### src/design/wsr_pkg.sv
`timescale 1ns / 1ps

package wsr_pkg;

	localparam int MAX_PATTERN_DEF  = 32;
	localparam int WINDOW_DEPTH_DEF = 64;
	localparam int QUEUE_DEPTH      = 4;
	localparam int SIG_BYTES        = 32;

	typedef enum logic [2:0] {
		CFG_PAT0   = 3'd0,
		CFG_PAT1   = 3'd1,
		CFG_PAT2   = 3'd2,
		CFG_PAT3   = 3'd3,
		CFG_LEN    = 3'd4,
		CFG_OFF    = 3'd5,
		CFG_ADDEND = 3'd6,
		CFG_BASE   = 3'd7
	} cfg_idx_t;

	typedef struct packed {
		logic [8*SIG_BYTES-1:0] pattern;
		logic [5:0]             len;
		logic [5:0]             off;
		logic [31:0]            addend;
		logic [47:0]            base;
	} wsr_cfg_t;

	// one event handed from the classifier to the resolver
	typedef struct packed {
		logic        found;
		logic [31:0] pos;
		logic [31:0] disp;
	} wsr_evt_t;

	// clamp the displacement offset so the four displacement bytes fit the window
	function automatic logic [6:0] sat_offset(input logic [5:0] raw, input int unsigned wd);
		logic [6:0] lim;
		lim = 7'(wd - 4);
		if ({1'b0, raw} > lim) begin
			return lim;
		end
		return {1'b0, raw};
	endfunction

endpackage

### src/design/wsr_back.sv
`timescale 1ns / 1ps

module wsr_back #(
	parameter int WINDOW_DEPTH = 64
) (
	input  logic              clk,
	input  logic              arst_n,
	input  wsr_pkg::wsr_cfg_t cfg,
	input  wsr_pkg::wsr_evt_t head,
	input  logic              empty,
	output logic              pop,
	output logic              out_valid,
	input  logic              out_stall,
	output logic              found,
	output logic [31:0]       match_position,
	output logic [47:0]       target_address
);
	import wsr_pkg::*;

	logic        en;
	logic        v_s1;
	logic        found_s1;
	logic [31:0] pos_s1;
	logic [47:0] rel_s1;
	logic        vo_q;
	logic        found_q;
	logic [31:0] pos_q;
	logic [47:0] tgt_q;
	logic [47:0] rel_nx;
	logic [6:0]  off_e;

	assign en  = !(vo_q && out_stall);
	assign pop = en && !empty;

	assign off_e  = sat_offset(cfg.off, WINDOW_DEPTH);
	assign rel_nx = 48'(head.pos) + 48'(off_e) + {{16{head.disp[31]}}, head.disp};

	always_ff @(posedge clk) begin
		if (en) begin
			found_s1 <= head.found;
			pos_s1   <= head.pos;
			rel_s1   <= head.found ? rel_nx : 48'd0;
			found_q  <= found_s1;
			pos_q    <= pos_s1;
			tgt_q    <= found_s1 ?
				(rel_s1 + cfg.base + {{16{cfg.addend[31]}}, cfg.addend}) : 48'd0;
		end
	end

	always_ff @(posedge clk or negedge arst_n) begin
		if (!arst_n) begin
			v_s1 <= 1'b0;
			vo_q <= 1'b0;
		end else if (en) begin
			v_s1 <= !empty;
			vo_q <= v_s1;
		end
	end

	assign out_valid      = vo_q;
	assign found          = found_q;
	assign match_position = pos_q;
	assign target_address = tgt_q;

endmodule

### config.mk
export PLATFORM = sky130hd
export DESIGN_NAME = wsr_back
export DESIGN_NICKNAME = d
export VERILOG_FILES = /design/src/design/wsr_pkg.sv /design/src/design/wsr_back.sv
export SDC_FILE = /design/constraint.sdc
export NUM_CORES = 1
export LEC_CHECK = 0
export ABC_AREA = 1
export BUFFER_PORTS_ARGS = -buffer_cell sky130_fd_sc_hd__clkbuf_2
export CAP_MARGIN = 20
export CORE_AREA = 5 5 194 196
export CTS_CLUSTER_SIZE = 30
export DETAILED_ROUTE_END_ITERATION = 16
export DIE_AREA = 0 0 199 201
export PLACE_DENSITY = 0.62
export SYNTH_ARGS = -nofsm -noshare
export SYNTH_HDL_FRONTEND = slang
export SYNTH_SLANG_ARGS = --single-unit
### constraint.sdc
create_clock -name clk -period 5.41 [get_ports clk]
set_clock_uncertainty 0.05 [all_clocks]
set_input_delay 1.082 -clock clk [delete_from_list [all_inputs] [get_ports clk]]
set_output_delay 1.082 -clock clk [all_outputs]
set_load 0.05 [all_outputs]
Word level (Yosys, flattened, before mapping)
Cells that the tools add are included.
- register bits after elaboration: 164
- input bits: 417
- output and inout bits: 83
- logic and storage cells: 20
- add/sub/neg operators: 4
- order comparisons: 1
- multiplexer cells: 3
- reductions and logical operators: 4
- operators with widths (cell ; number):
    adder 48 bit ; 2
    adder 34 x 32 -> 35 bit ; 1
    adder 32 x 7 -> 33 bit ; 1
    two-way mux 7 bit ; 2
    > comparator 6 bit (second input constant) ; 1
    logical AND 1 bit ; 2
    logical NOT 1 bit ; 2
    two-way mux 1 bit ; 1

Depth between registers and ports, before layout
- depth after elaboration: 5
- gate-level depth with buffers: 26
- depth with buffers taken out: 26

Worst setup path after synthesis
Ideal clock, no wire load.
- path kind: in2reg
- start: input port out_stall
- end: register found_q, in the netlist found (enable)
- library setup time: 1.266 ns
- arrival: 3.530 ns
- data required time: 4.094 ns
- path slack: 0.563 ns
- stages on the path: 1
- buffers on the path: 0
- cells stage by stage: nand2_1
- word-level cells in the longest chain between the ends: 1
- ends and longest elaborated chain (element ; RTL line ; text):
    from (decl) ; wsr_back.sv:13 ; input logic out_stall,
    logical AND 1 bit ; wsr_back.sv:32 ; assign en = !(vo_q && out_stall);
    to (signal assigned) ; wsr_back.sv:43 ; found_q <= found_s1;
    to (decl) ; wsr_back.sv:26 ; logic found_q;
No other way between the ends.
A chain may end at the register's enable or synchronous reset.

Final worst setup path
- start: input port cfg[80] (netlist name)
- end: register rel_s1[25] (data pin)
- word-level cells in the longest chain between the ends: 5
- ends and longest elaborated chain (element ; RTL line ; text):
    from (decl) ; wsr_back.sv:8 ; input wsr_pkg::wsr_cfg_t cfg,
    > comparator 6 bit ; wsr_pkg.sv:40 ; if ({1'b0, raw} > lim) begin
    two-way mux 1 bit ; wsr_pkg.sv:40 ;
    two-way mux 7 bit (*) ; wsr_pkg.sv:43 ; return {1'b0, raw};
    adder 32 x 7 -> 33 bit (*) ; wsr_back.sv:36 ; assign rel_nx = 48'(head.pos) + 48'(off_e) + {{16{head.disp[31]}}, head.disp};
    adder 34 x 32 -> 35 bit (*) ; wsr_back.sv:36 ;
    to (signal assigned) ; wsr_back.sv:42 ; rel_s1 <= head.found ? rel_nx : 48'd0;
    to (decl) ; wsr_back.sv:24 ; logic [47:0] rel_s1;
Mark *: on every way between the ends. The rest lies on a longest branch, timed or not.

==> summary.txt <==
Floorplanning
  – I/O pin cnt: 500
  – CORE AREA: 35900 µm²
  – Die height: 201 µm
  – Die Wd: 199 µm
  – Die ar.: 40000 µm²
  – Initial Utilization: 37.1%
  – Number of cell rows: 70

Setup path
  – Crit path buffers/inverters: 6
  – Element type at the critical path end: flop
  – Worst EP required: 5.56 ns
  – Worst path arrival time: 4.52 ns
  – CP Launch Type: primary input
  – Top delay family on crit path: simple AND/OR/NAND/NOR gates
  – Crit-path max FO: 5
  – CP Class: primary input to flop
  – Cell repeated most along the worst path: nand2_1
  – Slowest stage delay, CP: 0.41 ns
  – CP max-delay cell: fa_1

GRT
  – Initial antenna violation count: 6
  – Global-route wire length before repair: 63.5 mm
  – All-Layer GR Usage: 20.6%
  – Vias in the first global route: 11.9k
  – Grt ovf: 0
  – Largest net degree at the start of global routing: 89

Detailed routing
  – Average wire per standard cell: 16.0 µm
  – DRC viols: 0
  – Iteration-0 DRC Markers: 536
  – First-pass detailed-route iteration total: 5
  – DRT antenna net count: 0
  – Via/cell ratio: 4.75
  – Vias: 12.2k
  – Final WL: 40.9 mm

Flow run
  – MaxCap Viol Count: 0

Clock tree
  – Clock Path Buffers: 2
  – Hold_buf cts: 0
  – CTS tree: done
  – Reg clk slew, reported paths: 0.06 ns
  – Resized cells post-CTS: 0
  – Setup Buffers After CTS: 0
  – CTS root buffer: clkbuf_16
  – H-tree Lvls: 4
  – CTS buffer count: 17
  – Skew-Pair Late Insertion Delay: 0.45 ns
  – Clock sink count: 151

Cells and area
  – Commonest non-fill, non-tap cells in the layout: nand2_1 (583), inv_1 (334), clkbuf_2 (237)
  – Most common cell after layout, fill and taps aside: nand2_1
  – Layout Area Growth over Synthesis: 17.3%
  – Layout fillers: 3800
  – Share of post-route cells with drive strength above 1: 16.4%
  – Post-route cell area: 15600 µm²
  – Post-layout net count: 2631

Power and ir drop
  – Pleak: 8.02 nW
  – Total power: 5.65 mW
  – Cell Pwr Density: 362 nW/µm²
  – Worst VDD drop: 0.237 mV

Min path
  – Hold WC Path Type: flop to flop

Synth
  – Post-Syn Instances: 1832
  – Main flop type after synthesis: edfxtp_1
  – Mean post-synth cell area: 7.28 µm²
  – Seq/Total Area, Yosys: 33.9%
  – FFs w/ async S/R, synth: 1.32%
  – Synth Cell Area: 13300 µm²
  – Yosys cell types: 39
  – Register bit total from synthesis: 151
  – EDFF count, synth: 149
  – Syn. warnings: 0
  – Post-Syn Nets: 2385

STA
  – Final worst path period share: 80.8%
  – Slew margin rel.: 45.2%
  – Hold WS: 0.363 ns
  – Slew @ Worst Pin: 0.822 ns
  – Final Hold Fails: 0
  – RSZ-0062 raised after global routing: no
  – Setup TNS: 0 ns
  – Crit path time final: 4.37 ns
  – Final setup vio count: 0
  – Final Max Tran Viols: 0
  – Max Fclk: 229 MHz

Placed design
  – Number of port buffers: 237
  – DP Wirelength: 35.0 mm
  – Routability cong.: 0.911
  – Placement Cell Area: 15100 µm²

Run status
  – Outcome: completed
-- path summary, 6_finish.rpt --
path | start | to | slack (ns) | cells past startpoint
worst min register to register | pos_s1[11]$_DFFE_PN_ | match_position[11]$_DFFE_PN_ | 0.36 | 0
worst min-delay path | pos_s1[11]$_DFFE_PN_ | match_position[11]$_DFFE_PN_ | 0.36 | 0
max in group asynchronous | arst_n | v_s1$_DFFE_PN0N_ | 4.84 | 1
worst max register to register | rel_s1[46]$_SDFFCE_PN0N_ | target_address[43]$_SDFFCE_PN0N_ | 2.09 | 11
worst max-delay path | cfg[80] | rel_s1[25]$_SDFFCE_PN0N_ | 1.04 | 26
min in group asynchronous | arst_n | out_valid$_DFFE_PN0N_ | 0.37 | 1
-- sequential cells by signal, indices dropped and copies added (netlist names) --
signal / cells
match_position: 32
out_valid: 1
v_s1: 1
rel_s1: 35
found_s1: 1
target_address: 48
found: 1
pos_s1: 32
-- cells by family (layout without fill, tap and decap cells) --
| family | count (synthesis) | in the layout | synth area share, % |
|---|---|---|---|
| XOR/XNOR | 28 | 28 | 1.84 |
| buffers and inverters | 357 | 615 | 10.1 |
| AND/OR/NAND/NOR | 968 | 968 | 30.9 |
| AO/OA/AOI/OAI | 192 | 192 | 7.68 |
| flip-flops | 151 | 151 | 33.9 |
| adder cells (fa/ha/maj) | 136 | 136 | 15.6 |
| other | 0 | 1 | 0 |
-- where the power goes --
part	leakage [nW]	switching [mW]	total, mW	internal [mW]
Combinational	6.20	2.06	2.86	0.798
Sequential	1.57	0.0886	1.67	1.58
Clock	0.253	0.498	1.13	0.629
-- worst register-to-register path: stages, from the launching register on --
cell and delay [ns]:
edfxtp_1 0.85, fa_1 0.54, ha_1 0.42, nand2_1 0.14
nor2_1 0.29, nand2_1 0.19, nor3_2 0.22, nand3_1 0.15
nand3_1 0.10, nand2_1 0.05, inv_1 0.05, nor2_1 0.04
-- layer usage --
layer	GRT usage [%]	vias to the layer above	share of wire, %
met4	6.99	12	3.1
met1	27.1	5420	45
li1	-	6277	-
met5	0	-	0.19
met3	6.39	72	8.2
met2	32.2	371	44
-- metrics by stage --
stage          cells  util (%)  setup WS (ns)
4_1_cts         2558      43.5           1.03
6_report        2559      43.5           1.04
3_5_place_dp    2527      42.0          0.544
2_1_floorplan   1832         -          0.563
3_3_place_gp    2527      42.0          0.584
5_1_grt         2558      43.5          0.618
-- synth_stat cells, types with 2 or more instances --
master    instances  area (µm²)
nand2_1         584        2190
inv_1           334        1250
nor2_1          189         709
edfxtp_1        149        4470
a21oi_1         121         606
ha_1             86        1080
nand3_1          86         430
o21ai_0          54         270
fa_1             50        1000
nand2_2          20         125
nor3_1           18        90.1
nand4_1          16         100
xor2_1           16         140
nor2_2           15        93.8
xnor2_1          12         105
nor2_4           11         124
clkbuf_1         10        37.5
inv_2             9        33.8
nand3_2           9        90.1
o21bai_1          7        52.6
and2_1            5        31.3
nor4_1            4        25.0
nor3_2            3        30.0
o21a_1            3        22.5
and2_0            2        12.5
buf_2             2        10.0
clkinv_1          2        7.51
dfrtp_1           2        50.1
nand3b_1          2        15.0
nor3b_1           2        15.0
-- area by class of cell --
cell class	instances	area, µm²	area share (%)
multi-input combinational	1324	7470	47.8
sequential	151	4520	28.9
inverter	345	1290	8.29
timing repair buffer	239	1210	7.76
tap	468	586	3.75
clock buffer	20	437	2.79
clock inverter	11	101	0.648
antenna	1	2.50	0.0160
Power figures use the tool's default switching activity.
