--- src/design/wsr_pkg.sv ---
`timescale 1ns / 1ps

package wsr_pkg;

	localparam int MAX_PATTERN_DEF  = 32;
	localparam int WINDOW_DEPTH_DEF = 64;
	localparam int QUEUE_DEPTH      = 4;
	localparam int SIG_BYTES        = 32;

	typedef enum logic [2:0] {
		CFG_PAT0   = 3'd0,
		CFG_PAT1   = 3'd1,
		CFG_PAT2   = 3'd2,
		CFG_PAT3   = 3'd3,
		CFG_LEN    = 3'd4,
		CFG_OFF    = 3'd5,
		CFG_ADDEND = 3'd6,
		CFG_BASE   = 3'd7
	} cfg_idx_t;

	typedef struct packed {
		logic [8*SIG_BYTES-1:0] pattern;
		logic [5:0]             len;
		logic [5:0]             off;
		logic [31:0]            addend;
		logic [47:0]            base;
	} wsr_cfg_t;

	// one event handed from the classifier to the resolver
	typedef struct packed {
		logic        found;
		logic [31:0] pos;
		logic [31:0] disp;
	} wsr_evt_t;

	// clamp the displacement offset so the four displacement bytes fit the window
	function automatic logic [6:0] sat_offset(input logic [5:0] raw, input int unsigned wd);
		logic [6:0] lim;
		lim = 7'(wd - 4);
		if ({1'b0, raw} > lim) begin
			return lim;
		end
		return {1'b0, raw};
	endfunction

endpackage

--- src/design/wsr_fifo.sv ---
`timescale 1ns / 1ps

module wsr_fifo (
	input  logic              clk,
	input  logic              arst_n,
	input  logic              push,
	input  wsr_pkg::wsr_evt_t din,
	output logic              full,
	input  logic              pop,
	output wsr_pkg::wsr_evt_t dout,
	output logic              empty
);
	import wsr_pkg::*;

	localparam int PW = $clog2(QUEUE_DEPTH);

	wsr_evt_t    mem_q [QUEUE_DEPTH];
	logic [PW:0] wr_q;
	logic [PW:0] rd_q;

	assign empty = (wr_q == rd_q);
	assign full  = (wr_q[PW-1:0] == rd_q[PW-1:0]) && (wr_q[PW] != rd_q[PW]);
	assign dout  = mem_q[rd_q[PW-1:0]];

	always_ff @(posedge clk) begin
		if (push) begin
			mem_q[wr_q[PW-1:0]] <= din;
		end
	end

	always_ff @(posedge clk or negedge arst_n) begin
		if (!arst_n) begin
			wr_q <= '0;
			rd_q <= '0;
		end else begin
			if (push) begin
				wr_q <= wr_q + 1'b1;
			end
			if (pop) begin
				rd_q <= rd_q + 1'b1;
			end
		end
	end

endmodule

--- config.mk ---
export PLATFORM = sky130hd
export DESIGN_NAME = wsr_fifo
export DESIGN_NICKNAME = d
export VERILOG_FILES = /design/src/design/wsr_pkg.sv /design/src/design/wsr_fifo.sv
export SDC_FILE = /design/constraint.sdc
export NUM_CORES = 1
export LEC_CHECK = 0
export BUFFER_PORTS_ARGS = -buffer_cell sky130_fd_sc_hd__buf_4
export CORE_MARGIN = 3
export CORE_UTILIZATION = 51
export CTS_CLUSTER_SIZE = 40
export DETAILED_ROUTE_END_ITERATION = 6
export GPL_ROUTABILITY_DRIVEN = 0
export GPL_TIMING_DRIVEN = 0
export MAX_ROUTING_LAYER = met4
export PLACE_DENSITY = 0.75
export SYNTH_ARGS = -nofsm -noshare
export SYNTH_HDL_FRONTEND = slang
export SYNTH_SLANG_ARGS = --single-unit
--- constraint.sdc ---
create_clock -name clk -period 2.5 [get_ports clk]
set_input_delay 0.125 -clock clk [delete_from_list [all_inputs] [get_ports clk]]
set_output_delay 0.125 -clock clk [all_outputs]
set_load 0.02 [all_outputs]
=== Word-level counts from Yosys, hierarchy flattened ===
Memories as Yosys holds them, arrays and structs flattened.
Cells that the tools add are included.

* Register bits after elaboration: 6
* Memory bits (writable): 260
* Input port bits: 69
* Word-level logic and storage cells: 11
* Memories: 1

* $add $sub $neg: 2
* Equal/unequal tests: 3
* Muxes and demuxes: 2
* Reduce and logical (&&, ||, !) cells: 1

{| class="wikitable"
|+ Memories
! memory !! depth !! bits a word !! rd ports !! clocked after memory_dff !! write ports !! RTL line !! source
|-
| mem_q || 4 || 65 || 1 || 0 || 1 || wsr_fifo.sv:17 || <nowiki>wsr_evt_t mem_q [QUEUE_DEPTH];</nowiki>
|}

{| class="wikitable"
|+ Operators with widths
! operator !! count
|-
| $add A3 B1 Y3 const B || 2
|-
| $eq A3 B3 Y1 || 1
|-
| $eq A2 B2 Y1 || 1
|-
| $mux W1 || 2
|-
| $logic_and A1 B1 Y1 || 1
|-
| $ne A1 B1 Y1 || 1
|}

=== Longest topological paths before layout ===
Gate-level depths: netlist of the first run.

* Depth in word-level cells: 2
* Mapped depth: 4

=== Worst setup path before layout of the first run ===
Ideal clock, no wire load.

* Path kind: register -> register
* Start: reg wr_q[0]
* End: mem mem_q[0][0] in the netlist's numbering, enable pin
* Arrival: 2.174 ns
* Required time: 2.070 ns
* Path slack: -0.103 ns
* Cell stages (with the launch flop): 4
* Period minus slack after synthesis: 2.603 ns
* Cell sequence: dfrtp_1 > inv_1 > ha_1 > and2_1

{| class="wikitable"
|+ RTL lines
! element !! RTL line !! source
|-
| start: declaration || wsr_fifo.sv:18 || <nowiki>logic [PW:0] wr_q;</nowiki>
|-
| start signal: assignment || wsr_fifo.sv:37 || <nowiki>wr_q <= wr_q + 1'b1;</nowiki>
|-
| end: declaration || wsr_fifo.sv:17 ||
|}

No word-level cell before the write port.

==> reports/qor.txt, run 1 <==
Status -> finished, final reports clean
Hpwl dp -> 10500 um
Flop and latch count out of synthesis -> 266
Setup crit end kind -> primary output
Setup crit end -> dout[59]
Synth area leader -> edfxtp_1
Worst slew pin tran -> 0.701 ns
Final worst path period need -> 2.29 ns
DR vias/cell -> 5.41
FMAX -> 437 MHz
Unique masters post-synth -> 18
Fill cells -> 1091
Initial antenna violation count -> 0
Capturing point of the worst reg2reg path -> mem_q[2][22]
Type of the most critical hold path -> in -> reg
First-pass GRT wire length -> 27900 um
Power Density -> 1200 mW/mm^2
CP Launch Type -> flip-flop
Setup Viol. Count Final -> 0
Num Clock Sinks -> 266
Peak VDD IR -> 1.07 mV
Grt total ovfl -> 0
Hold_buf cts -> 69
Syn Inst Count -> 370
Clk Tree Root Cell -> clkbuf_16
Worst clock skew -> 0.0182 ns
Cts repair resizes -> 0
Maxcap violations -> 0
Worst EP arrival -> 2.16 ns
Clock transition at path regs -> 0.06 ns
Top cell by count, worst path -> buf_2
I/O Buffers -> 135
Die Wd -> 144 um
Final hold vios -> 0
Post-synth ARST share -> 2.26%
CP max FO -> 10
Static Leak -> 4.47 nW
Remaining DRCs -> 0
Detailed Route Iter0 Violations -> 239
Site Rows -> 49
Fin. max-slew vios -> 0
Ant. Diodes -> 0
Via count -> 4625
Post-synth EDFFs -> 260
Final period util -> 91.5%
Syn-to-layout area delta -> 30.5%
Area contributors post-synth -> edfxtp_1 (80%), mux4_2 (15%), dfrtp_1 (1.5%)
H-tree depth -> 1
WL/cell -> 21.5 um
Vias in the first global route -> 5080
CTS tree -> built
Cts bufs inserted -> 27
Util after Layout -> 69.2%
Clk Latency, worst-skew pair -> 0.53 ns
Pre-CTS WS -> 0.612 ns
Die span in y -> 144 um
DRT Pass-1 Iters -> 5
Netlist Area Pre-Place -> 0.00976 sq mm
Post-CTS setup repair buffer count -> 0
R2r worst-path depth -> 4
Total Wirelength -> 18400 um
Critical path cell sequence -> buf_2 > buf_2 > mux4_2 > buf_4
YS warnings -> 0
Overall power -> 15.3 mW
ANT nets after route -> 0
Slew headroom -> 53.3%
Initial Utilization -> 53.0%
Crit path required time -> 2.38 ns
Critical path class -> reg -> out
Largest net degree at the start of global routing -> 56
Setup ws final -> 0.213 ns
Slowest CP cell -> dfrtp_1
Overall Global Routing Usage -> 18.2%
Layout cells sized above 1 -> 41.7%
I/O pin count -> 136
Nets -> 681
Total nets after synthesis -> 444
CP max stage delay -> 0.45 ns
Die area -> 0.0208 sq mm
Reg2Reg Setup Slack -> 0.64 ns
Post-route cell area -> 0.0127 sq mm
R2r startpoint -> wr_q[0]
Synth top area share -> 80.0%
Max Buffers Root-to-Sink -> 3
CORE AREA -> 0.0184 sq mm
Top FF cell, synth -> edfxtp_1
Seq/Total Area, Yosys -> 81.6%
Placed cell areas -> 0.0112 sq mm
Critical path startpoint -> rd_q[1]
Unrepaired setup endpoints after global routing -> no
Synthesized area per cell -> 26.4 sq um
==> state kept, by name (all words and copies together), names as in the netlist <==
signal / count
mem_q: 260
rd_q: 3
wr_q: 3
==> cell type report <==
class	count	area, sq um	area share (%)
timing repair buffer	208	1800	14.1
buffer	15	143	1.12
clock buffer	31	691	5.42
inverter	2	7.51	0.0590
clock inverter	17	191	1.50
multi-input combinational	87	1660	13.0
sequential	266	7960	62.5
tap	229	287	2.25
==> through the flow <==
| step | hold slack (ns) | cells | setup TNS [ns] |
|---|---|---|---|
| 6_report | 0.341 | 855 | 0 |
| 5_1_grt | 0.333 | 855 | 0 |
| 4_1_cts | 0.323 | 855 | 0 |
| 3_5_place_dp | -0.0605 | 738 | 0 |
| 3_3_place_gp | -0.0662 | 734 | -0.953 |
| 2_1_floorplan | -0.171 | 370 | 0 |
==> worst min path at each step <==
stage	start	end	slack, ns	cells past startpoint
floorplan	arst_n	rd_q[0]	-0.17	0
global placement	arst_n	wr_q[0]	-0.07	1
detailed placement	arst_n	wr_q[2]	-0.06	1
CTS	din[63]	mem_q[2][63]	0.32	2
global route	din[57]	mem_q[0][57]	0.33	2
finish	din[40]	mem_q[3][40]	0.34	2
==> worst max-delay path, delay by kind of cell, from the launching register on <==
family                 cells  cell delay, ns
buffers and inverters      3            0.83
flip-flops                 1            0.45
multiplexers               1            0.37
==> cells in the mapped netlist, types with 2 or more instances <==
library cell  instances
and2_1                4
buf_1                 3
buf_12                4
buf_2                 5
buf_4                 2
dfrtp_1               6
edfxtp_1            260
ha_1                  5
inv_1                 2
mux4_2               65
nand2_1               2
xnor2_1               2
xor2_1                5
==> power breakdown <==
group,total [mW],internal (mW),switching (mW)
clock network,3.97,2.39,1.57
registers,6.05,5.83,0.218
logic,5.25,2.47,2.78
total,15.3,10.7,4.57
==> logic make-up after synthesis <==
family,count (synthesis),share of synthesized area [%]
buffers and inverters,17,1.54
AND/OR/NAND/NOR,8,0.462
adder cells (fa/ha/maj),5,0.641
multiplexers,66,15.1
AO/OA/AOI/OAI,1,0.0512
flip-flops,266,81.6
XOR/XNOR,7,0.628
==> cell usage in the layout (no fill, tap or decap) <==
cell type	netlist	final
edfxtp_1	260	260
clkinv_2	0	6
nand2_1	2	2
ha_1	5	5
buf_1	3	3
buf_6	1	1
inv_6	0	2
buf_4	2	137
dfrtp_1	6	6
buf_12	4	6
clkbuf_1	0	4
mux2_2	1	1
buf_2	5	5
xor2_1	5	5
xnor2_1	2	2
nor3_1	1	1
clkbuf_16	0	27
buf_16	0	2
inv_1	2	2
dlygate4sd3_1	0	69
clkinv_1	0	4
and2_4	0	4
clkinv_4	0	1
o21ai_0	1	1
bufinv_16	0	4
mux4_2	65	65
nor3b_1	1	1
==> metal layers <==
metal	part of all wire, %	track usage (%)	vias up	wire length, um
met5	0	-	-	0
met4	1.5	4.22	0	273
met3	4.4	2.71	24	807
met2	53	31.3	130	9820
met1	41	23.3	2401	7470
li1	-	-	2070	-
(Power assumes the default switching activity.)
==> inputs of run 2 (changes only) <==
--- a/config.mk
+++ b/config.mk
@@ -5,6 +5,7 @@
 export SDC_FILE = /design/constraint.sdc
 export NUM_CORES = 1
 export LEC_CHECK = 0
+export ABC_AREA = 1
 export BUFFER_PORTS_ARGS = -buffer_cell sky130_fd_sc_hd__buf_4
 export CORE_MARGIN = 3
 export CORE_UTILIZATION = 51
@@ -13,7 +14,7 @@
 export GPL_ROUTABILITY_DRIVEN = 0
 export GPL_TIMING_DRIVEN = 0
 export MAX_ROUTING_LAYER = met4
-export PLACE_DENSITY = 0.75
+export PLACE_DENSITY_LB_ADDON = 0.12
 export SYNTH_ARGS = -nofsm -noshare
 export SYNTH_HDL_FRONTEND = slang
 export SYNTH_SLANG_ARGS = --single-unit
==> run 2 against run 1 <==
  * Fmax is 2.6% higher
  * Clock skew fell by 0.0068 ns
  * Area after synthesis rose by 12%
  * Final cell count grew 71%
  * Die area rose by 11%
  * Wire length rose by 26%
  * Synthesized cell count rose to 2.5 times the previous value
  * Largest power group is now combinational cells
==> reports/qor.txt, run 2 <==
DRT Pass-1 Iters -> 5
Power Density -> 1200 mW/mm^2
WP depth -> 7
DR vias/cell -> 4.85
Peak VDD IR -> 0.627 mV
Initial Utilization -> 52.8%
Final hold slack -> 0.344 ns
Post-synth ARST share -> 2.26%
Top cell by count, worst path -> nand2_1
Synth top area share -> 71.7%
Initial antenna violation count -> 1
Die Wd -> 152 um
Slew headroom -> 61.8%
Maxcap violations -> 0
Netlist Area Pre-Place -> 0.0109 sq mm
Critical path cell sequence -> buf_6 > clkbuf_1 > nand2_1 > nand2_1 > nand2_1 > nor2_1 > buf_4
WL/cell -> 15.9 um
Commonest cells post-synth -> nand2_1 (404), edfxtp_1 (260), inv_1 (72)
Layout cells sized above 1 -> 20.7%
Clk Tree Root Cell -> clkbuf_16
Worst clock skew -> 0.0114 ns
Synth area leader -> edfxtp_1
YS warnings -> 0
Total Wirelength -> 23200 um
Final worst path period need -> 2.23 ns
Worst slew pin tran -> 0.573 ns
Syn-to-layout area delta -> 27.4%
Grt total ovfl -> 0
Die area -> 0.0232 sq mm
CP max stage delay -> 0.43 ns
Via count -> 7070
Num Clock Sinks -> 266
Commonest cells after routing, fill and taps aside -> nand2_1 (404), edfxtp_1 (260), buf_4 (142)
Fin. max-slew vios -> 0
Total nets after synthesis -> 1007
Cts repair resizes -> 0
First-pass GRT wire length -> 36400 um
Die span in y -> 152 um
Crit path required time -> 2.38 ns
H-tree depth -> 1
Overall Global Routing Usage -> 20.4%
Most common cell after layout, fill and taps aside -> nand2_1
Status -> finished, final reports clean
Fin cells -> 1459
Setup Viol. Count Final -> 0
CTS tree -> built
Clk Latency, worst-skew pair -> 0.52 ns
Cts bufs inserted -> 27
Unrepaired setup endpoints after global routing -> no
Post-synth EDFFs -> 260
Top FF cell, synth -> edfxtp_1
Detailed Route Iter0 Violations -> 414
Static Leak -> 5.90 nW
Critical path class -> reg -> out
I/O Buffers -> 134
Final period util -> 89.2%
Syn Inst Count -> 933
CORE AREA -> 0.0206 sq mm
CP max FO -> 10
Seq/Total Area, Yosys -> 73.0%
ANT nets after route -> 0
Clock transition at path regs -> 0.06 ns
WP buf/inv -> 3
Worst EP arrival -> 2.10 ns
Final hold vios -> 0
Nets -> 1243
Hold path depth -> 2
Type of the most critical hold path -> in -> reg
Area contributors post-synth -> edfxtp_1 (72%), nand2_1 (14%), nand3_1 (3.0%)
Slowest CP cell -> clkbuf_1
Largest register FFs -> 260
DP Cell Count -> 1341
Remaining DRCs -> 0
Site Rows -> 52
Hold_buf cts -> 69
Max Buffers Root-to-Sink -> 3
Unique masters post-synth -> 20
Synthesized area per cell -> 11.7 sq um
I/O pin count -> 136
Fill cells -> 1513
Hpwl dp -> 13400 um
Family with the most delay on the worst path -> buffers and inverters
R2r worst-path depth -> 5
Count leader, synth -> nand2_1
Post-CTS setup repair buffer count -> 0
Setup crit end kind -> primary output
CP Launch Type -> flip-flop
Flop and latch count out of synthesis -> 266
Largest net degree at the start of global routing -> 46
FMAX -> 449 MHz
Vias in the first global route -> 6856
## run 2: logic make-up after synthesis
kind of cell / Yosys count / synth area share (%)
buffers and inverters: 118 / 5.11
AND/OR/NAND/NOR: 536 / 20.7
adder cells (fa/ha/maj): 5 / 0.574
AO/OA/AOI/OAI: 2 / 0.0919
flip-flops: 266 / 73.0
XOR/XNOR: 6 / 0.482
## run 2: per-layer routing
metal  global-route usage (%)  up-vias  part of all wire [%]
li1                         -     3519                     -
met1                     26.9     3283                    42
met2                     33.8      232                    49
met3                     2.61       36                   6.9
met4                     5.52        0                   2.0
met5                        -        -                     0
## run 2: through the flow
| step | area [sq um] | setup WS (ns) | utilization (%) | total power, mW | setup TNS, ns |
|---|---|---|---|---|---|
| floorplan | 10900 | 0.106 | - | 10.3 | 0 |
| global placement | 12200 | -1.05 | 59.3 | 12.9 | -251.91 |
| detailed placement | 12400 | 0.678 | 59.9 | 13.1 | 0 |
| CTS | 13900 | 0.224 | 67.3 | 16.9 | 0 |
| global route | 13900 | 0.136 | 67.3 | 17.7 | 0 |
| finish | 13900 | 0.271 | 67.3 | 16.7 | 0 |
## run 2: area by class of cell
cell class | instances | area (sq um) | area share (%)
antenna | 1 | 2.50 | 0.0180
buffer | 44 | 279 | 2.01
clock buffer | 31 | 691 | 4.98
clock inverter | 17 | 136 | 0.983
inverter | 74 | 288 | 2.07
multi-input combinational | 549 | 2380 | 17.2
sequential | 266 | 7960 | 57.3
tap | 270 | 338 | 2.43
timing repair buffer | 207 | 1810 | 13.0
## run 2: worst reg2reg max path: cells and delay by family (launching register included)
kind,cells,cell delay (ns)
buffers and inverters,3,0.82
flip-flops,1,0.44
adder cells (fa/ha/maj),1,0.15
AND/OR/NAND/NOR,1,0.08
## run 2: worst paths after layout
| kind | startpoint | end | slack, ns |
|---|---|---|---|
| worst max-delay path | rd_q[0] | empty | 0.27 |
| worst min-delay path | din[14] | mem_q[0][14] | 0.34 |
| worst max register to register | wr_q[0] | mem_q[0][32] | 0.67 |
| worst min register to register | wr_q[2] | wr_q[2] | 0.54 |
| max in group asynchronous | arst_n | rd_q[1] | 1.68 |
| min in group asynchronous | arst_n | rd_q[2] | 0.58 |
## run 2: power breakdown
| part | total [mW] | internal [mW] | switching, mW |
|---|---|---|---|
| clock | 3.75 | 2.18 | 1.57 |
| sequential | 6.02 | 5.82 | 0.193 |
| combinational | 6.95 | 2.54 | 4.41 |
| total | 16.7 | 10.5 | 6.18 |
==> inputs of run 3 (changes only) <==
--- a/config.mk
+++ b/config.mk
@@ -8,7 +8,7 @@
 export ABC_AREA = 1
 export BUFFER_PORTS_ARGS = -buffer_cell sky130_fd_sc_hd__buf_4
 export CORE_MARGIN = 3
-export CORE_UTILIZATION = 51
+export CORE_UTILIZATION = 50
 export CTS_CLUSTER_SIZE = 40
 export DETAILED_ROUTE_END_ITERATION = 6
 export GPL_ROUTABILITY_DRIVEN = 0
==> run 3 against run 2 <==
  * Design area is 0.13% higher
  * Worst setup slack better by 0.030 ns
  * Register-to-register slack better by 0.03 ns
  * Power is 0.39% higher
  * Largest cell class unchanged
  * Largest power group unchanged
  * Highest routed layer unchanged
==> reports/qor.txt, run 3 (synthesized netlist as in run 2, its figures left out) <==
Layout cells sized above 1 -> 20.4%
Final hold slack -> 0.344 ns
Largest register FFs -> 260
Total Wirelength -> 23200 um
Num Clock Sinks -> 266
Placed cell areas -> 0.0124 sq mm
Setup Viol. Count Final -> 0
Clk Tree Root Cell -> clkbuf_16
Worst clock skew -> 0.00628 ns
Status -> finished, final reports clean
Commonest cells after routing, fill and taps aside -> nand2_1 (404), edfxtp_1 (260), buf_4 (142)
Maxcap violations -> 0
Via count -> 6977
I/O Buffers -> 134
Peak VDD IR -> 0.712 mV
Grt total ovfl -> 0
CP Launch Type -> flip-flop
Static Leak -> 5.90 nW
ANT nets after route -> 0
Worst EP arrival -> 2.07 ns
Vias in the first global route -> 6674
Cts repair resizes -> 0
Most common cell after layout, fill and taps aside -> nand2_1
Final period util -> 87.9%
Fin cells -> 1463
WL/cell -> 15.9 um
Worst slew pin tran -> 0.577 ns
Remaining DRCs -> 0
Initial Utilization -> 51.3%
Initial antenna violation count -> 0
Setup crit end kind -> primary output
FMAX -> 455 MHz
Clock transition at path regs -> 0.06 ns
Power Density -> 1210 mW/mm^2
Detailed Route Iter0 Violations -> 391
CORE AREA -> 0.0212 sq mm
Die area -> 0.0236 sq mm
Syn-to-layout area delta -> 27.5%
Cts bufs inserted -> 27
First-pass GRT wire length -> 35800 um
CTS tree -> built
Fill cells -> 1650
Setup TNS Final -> 0 ns
Overall Global Routing Usage -> 20.0%
Register area -> 0.00796 sq mm
H-tree depth -> 1
I/O pin count -> 136
DRT Pass-1 Iters -> 5
Die span in y -> 154 um
Area taken by multi-input logic gates -> 0.00238 sq mm
DP Cell Count -> 1346
Ant. Diodes -> 0
Die Wd -> 154 um
Nets -> 1243
Unrepaired setup endpoints after global routing -> no
Max Buffers Root-to-Sink -> 3
Final hold vios -> 0
Hpwl dp -> 13600 um
Type of the most critical hold path -> in -> reg
Site Rows -> 53
Slew headroom -> 61.5%
Fin. max-slew vios -> 0
Largest net degree at the start of global routing -> 44
Final worst path period need -> 2.20 ns
Clk Latency, worst-skew pair -> 0.52 ns
DR vias/cell -> 4.77
Post-route cell area -> 0.0139 sq mm
CP max FO -> 10
Crit path required time -> 2.38 ns
Critical path class -> reg -> out
## run 3: cell count changes in the layout (fill, tap and decap cells not counted), sizes merged
| cell | before | now |
|---|---|---|
| diode | 1 | 0 |
| clkbuf | 41 | 45 |
| clkinvlp | 2 | 1 |
| bufinv | 2 | 3 |
| clkinv | 13 | 9 |
## run 3: area by class of cell
type / instances / share of cell area, %
Sequential cell: 266 / 57.3
Multi-Input combinational cell: 549 / 17.1
Timing Repair Buffer: 207 / 13.0
Clock buffer: 35 / 5.08
Tap cell: 275 / 2.48
Inverter: 74 / 2.07
Buffer: 44 / 2.01
Clock inverter: 13 / 0.972
## run 3: metal layers
layer  track usage, %  vias up  wire length, um  share of wire (%)
li1                 -     3524                -                  -
met2             33.4      177            11600                 50
met3             2.62       25             1210                5.2
met4             4.21        0              276                1.2
met5                -        -                0                  0
met1             26.8     3251            10100                 44
## run 3: critical path, cell delays in order, from the launching register on
cell and delay, ns:
dfrtp_1 0.36, buf_6 0.17, clkbuf_1 0.44, nand2_1 0.10, nand2_1 0.09, nand2_1 0.07, nor2_1 0.16, buf_4 0.17
## run 3: stage by stage
| stage | utilization (%) | setup WS (ns) | power, mW |
|---|---|---|---|
| after floorplan | - | 0.106 | 10.3 |
| after CTS | 65.5 | 0.213 | 17.0 |
| after detailed placement | 58.3 | 0.683 | 13.1 |
| final | 65.5 | 0.301 | 16.8 |
| after global routing | 65.5 | 0.151 | 17.8 |
| after global placement | 57.7 | -1.04 | 13.0 |
## run 3: where the power goes
part	internal, mW	leakage, nW	total (mW)	switching, mW
Clock	2.28	0.406	3.81	1.53
Combinational	2.54	3.04	6.95	4.42
Sequential	5.83	2.46	6.02	0.191
## run 3: worst paths after layout
path                          from           end  slack (ns)  depth (start not counted)
max reg2reg                wr_q[1]  mem_q[1][34]        0.70                          5
min                        din[59]  mem_q[2][59]        0.34                          2
min in group asynchronous   arst_n       rd_q[2]        0.56                          3
max                        rd_q[0]          full        0.30                          7
max in group asynchronous   arst_n       rd_q[1]        1.72                          3
min reg2reg                wr_q[2]       wr_q[2]        0.53                          1
## run 3: repair_timing
item | in CTS | in global routing
hold endpoints to repair | 271 | 0
hold buffers | 69 | 0
buffers inserted | 0 | 0
endpoints found under the setup margin | 0 | 0
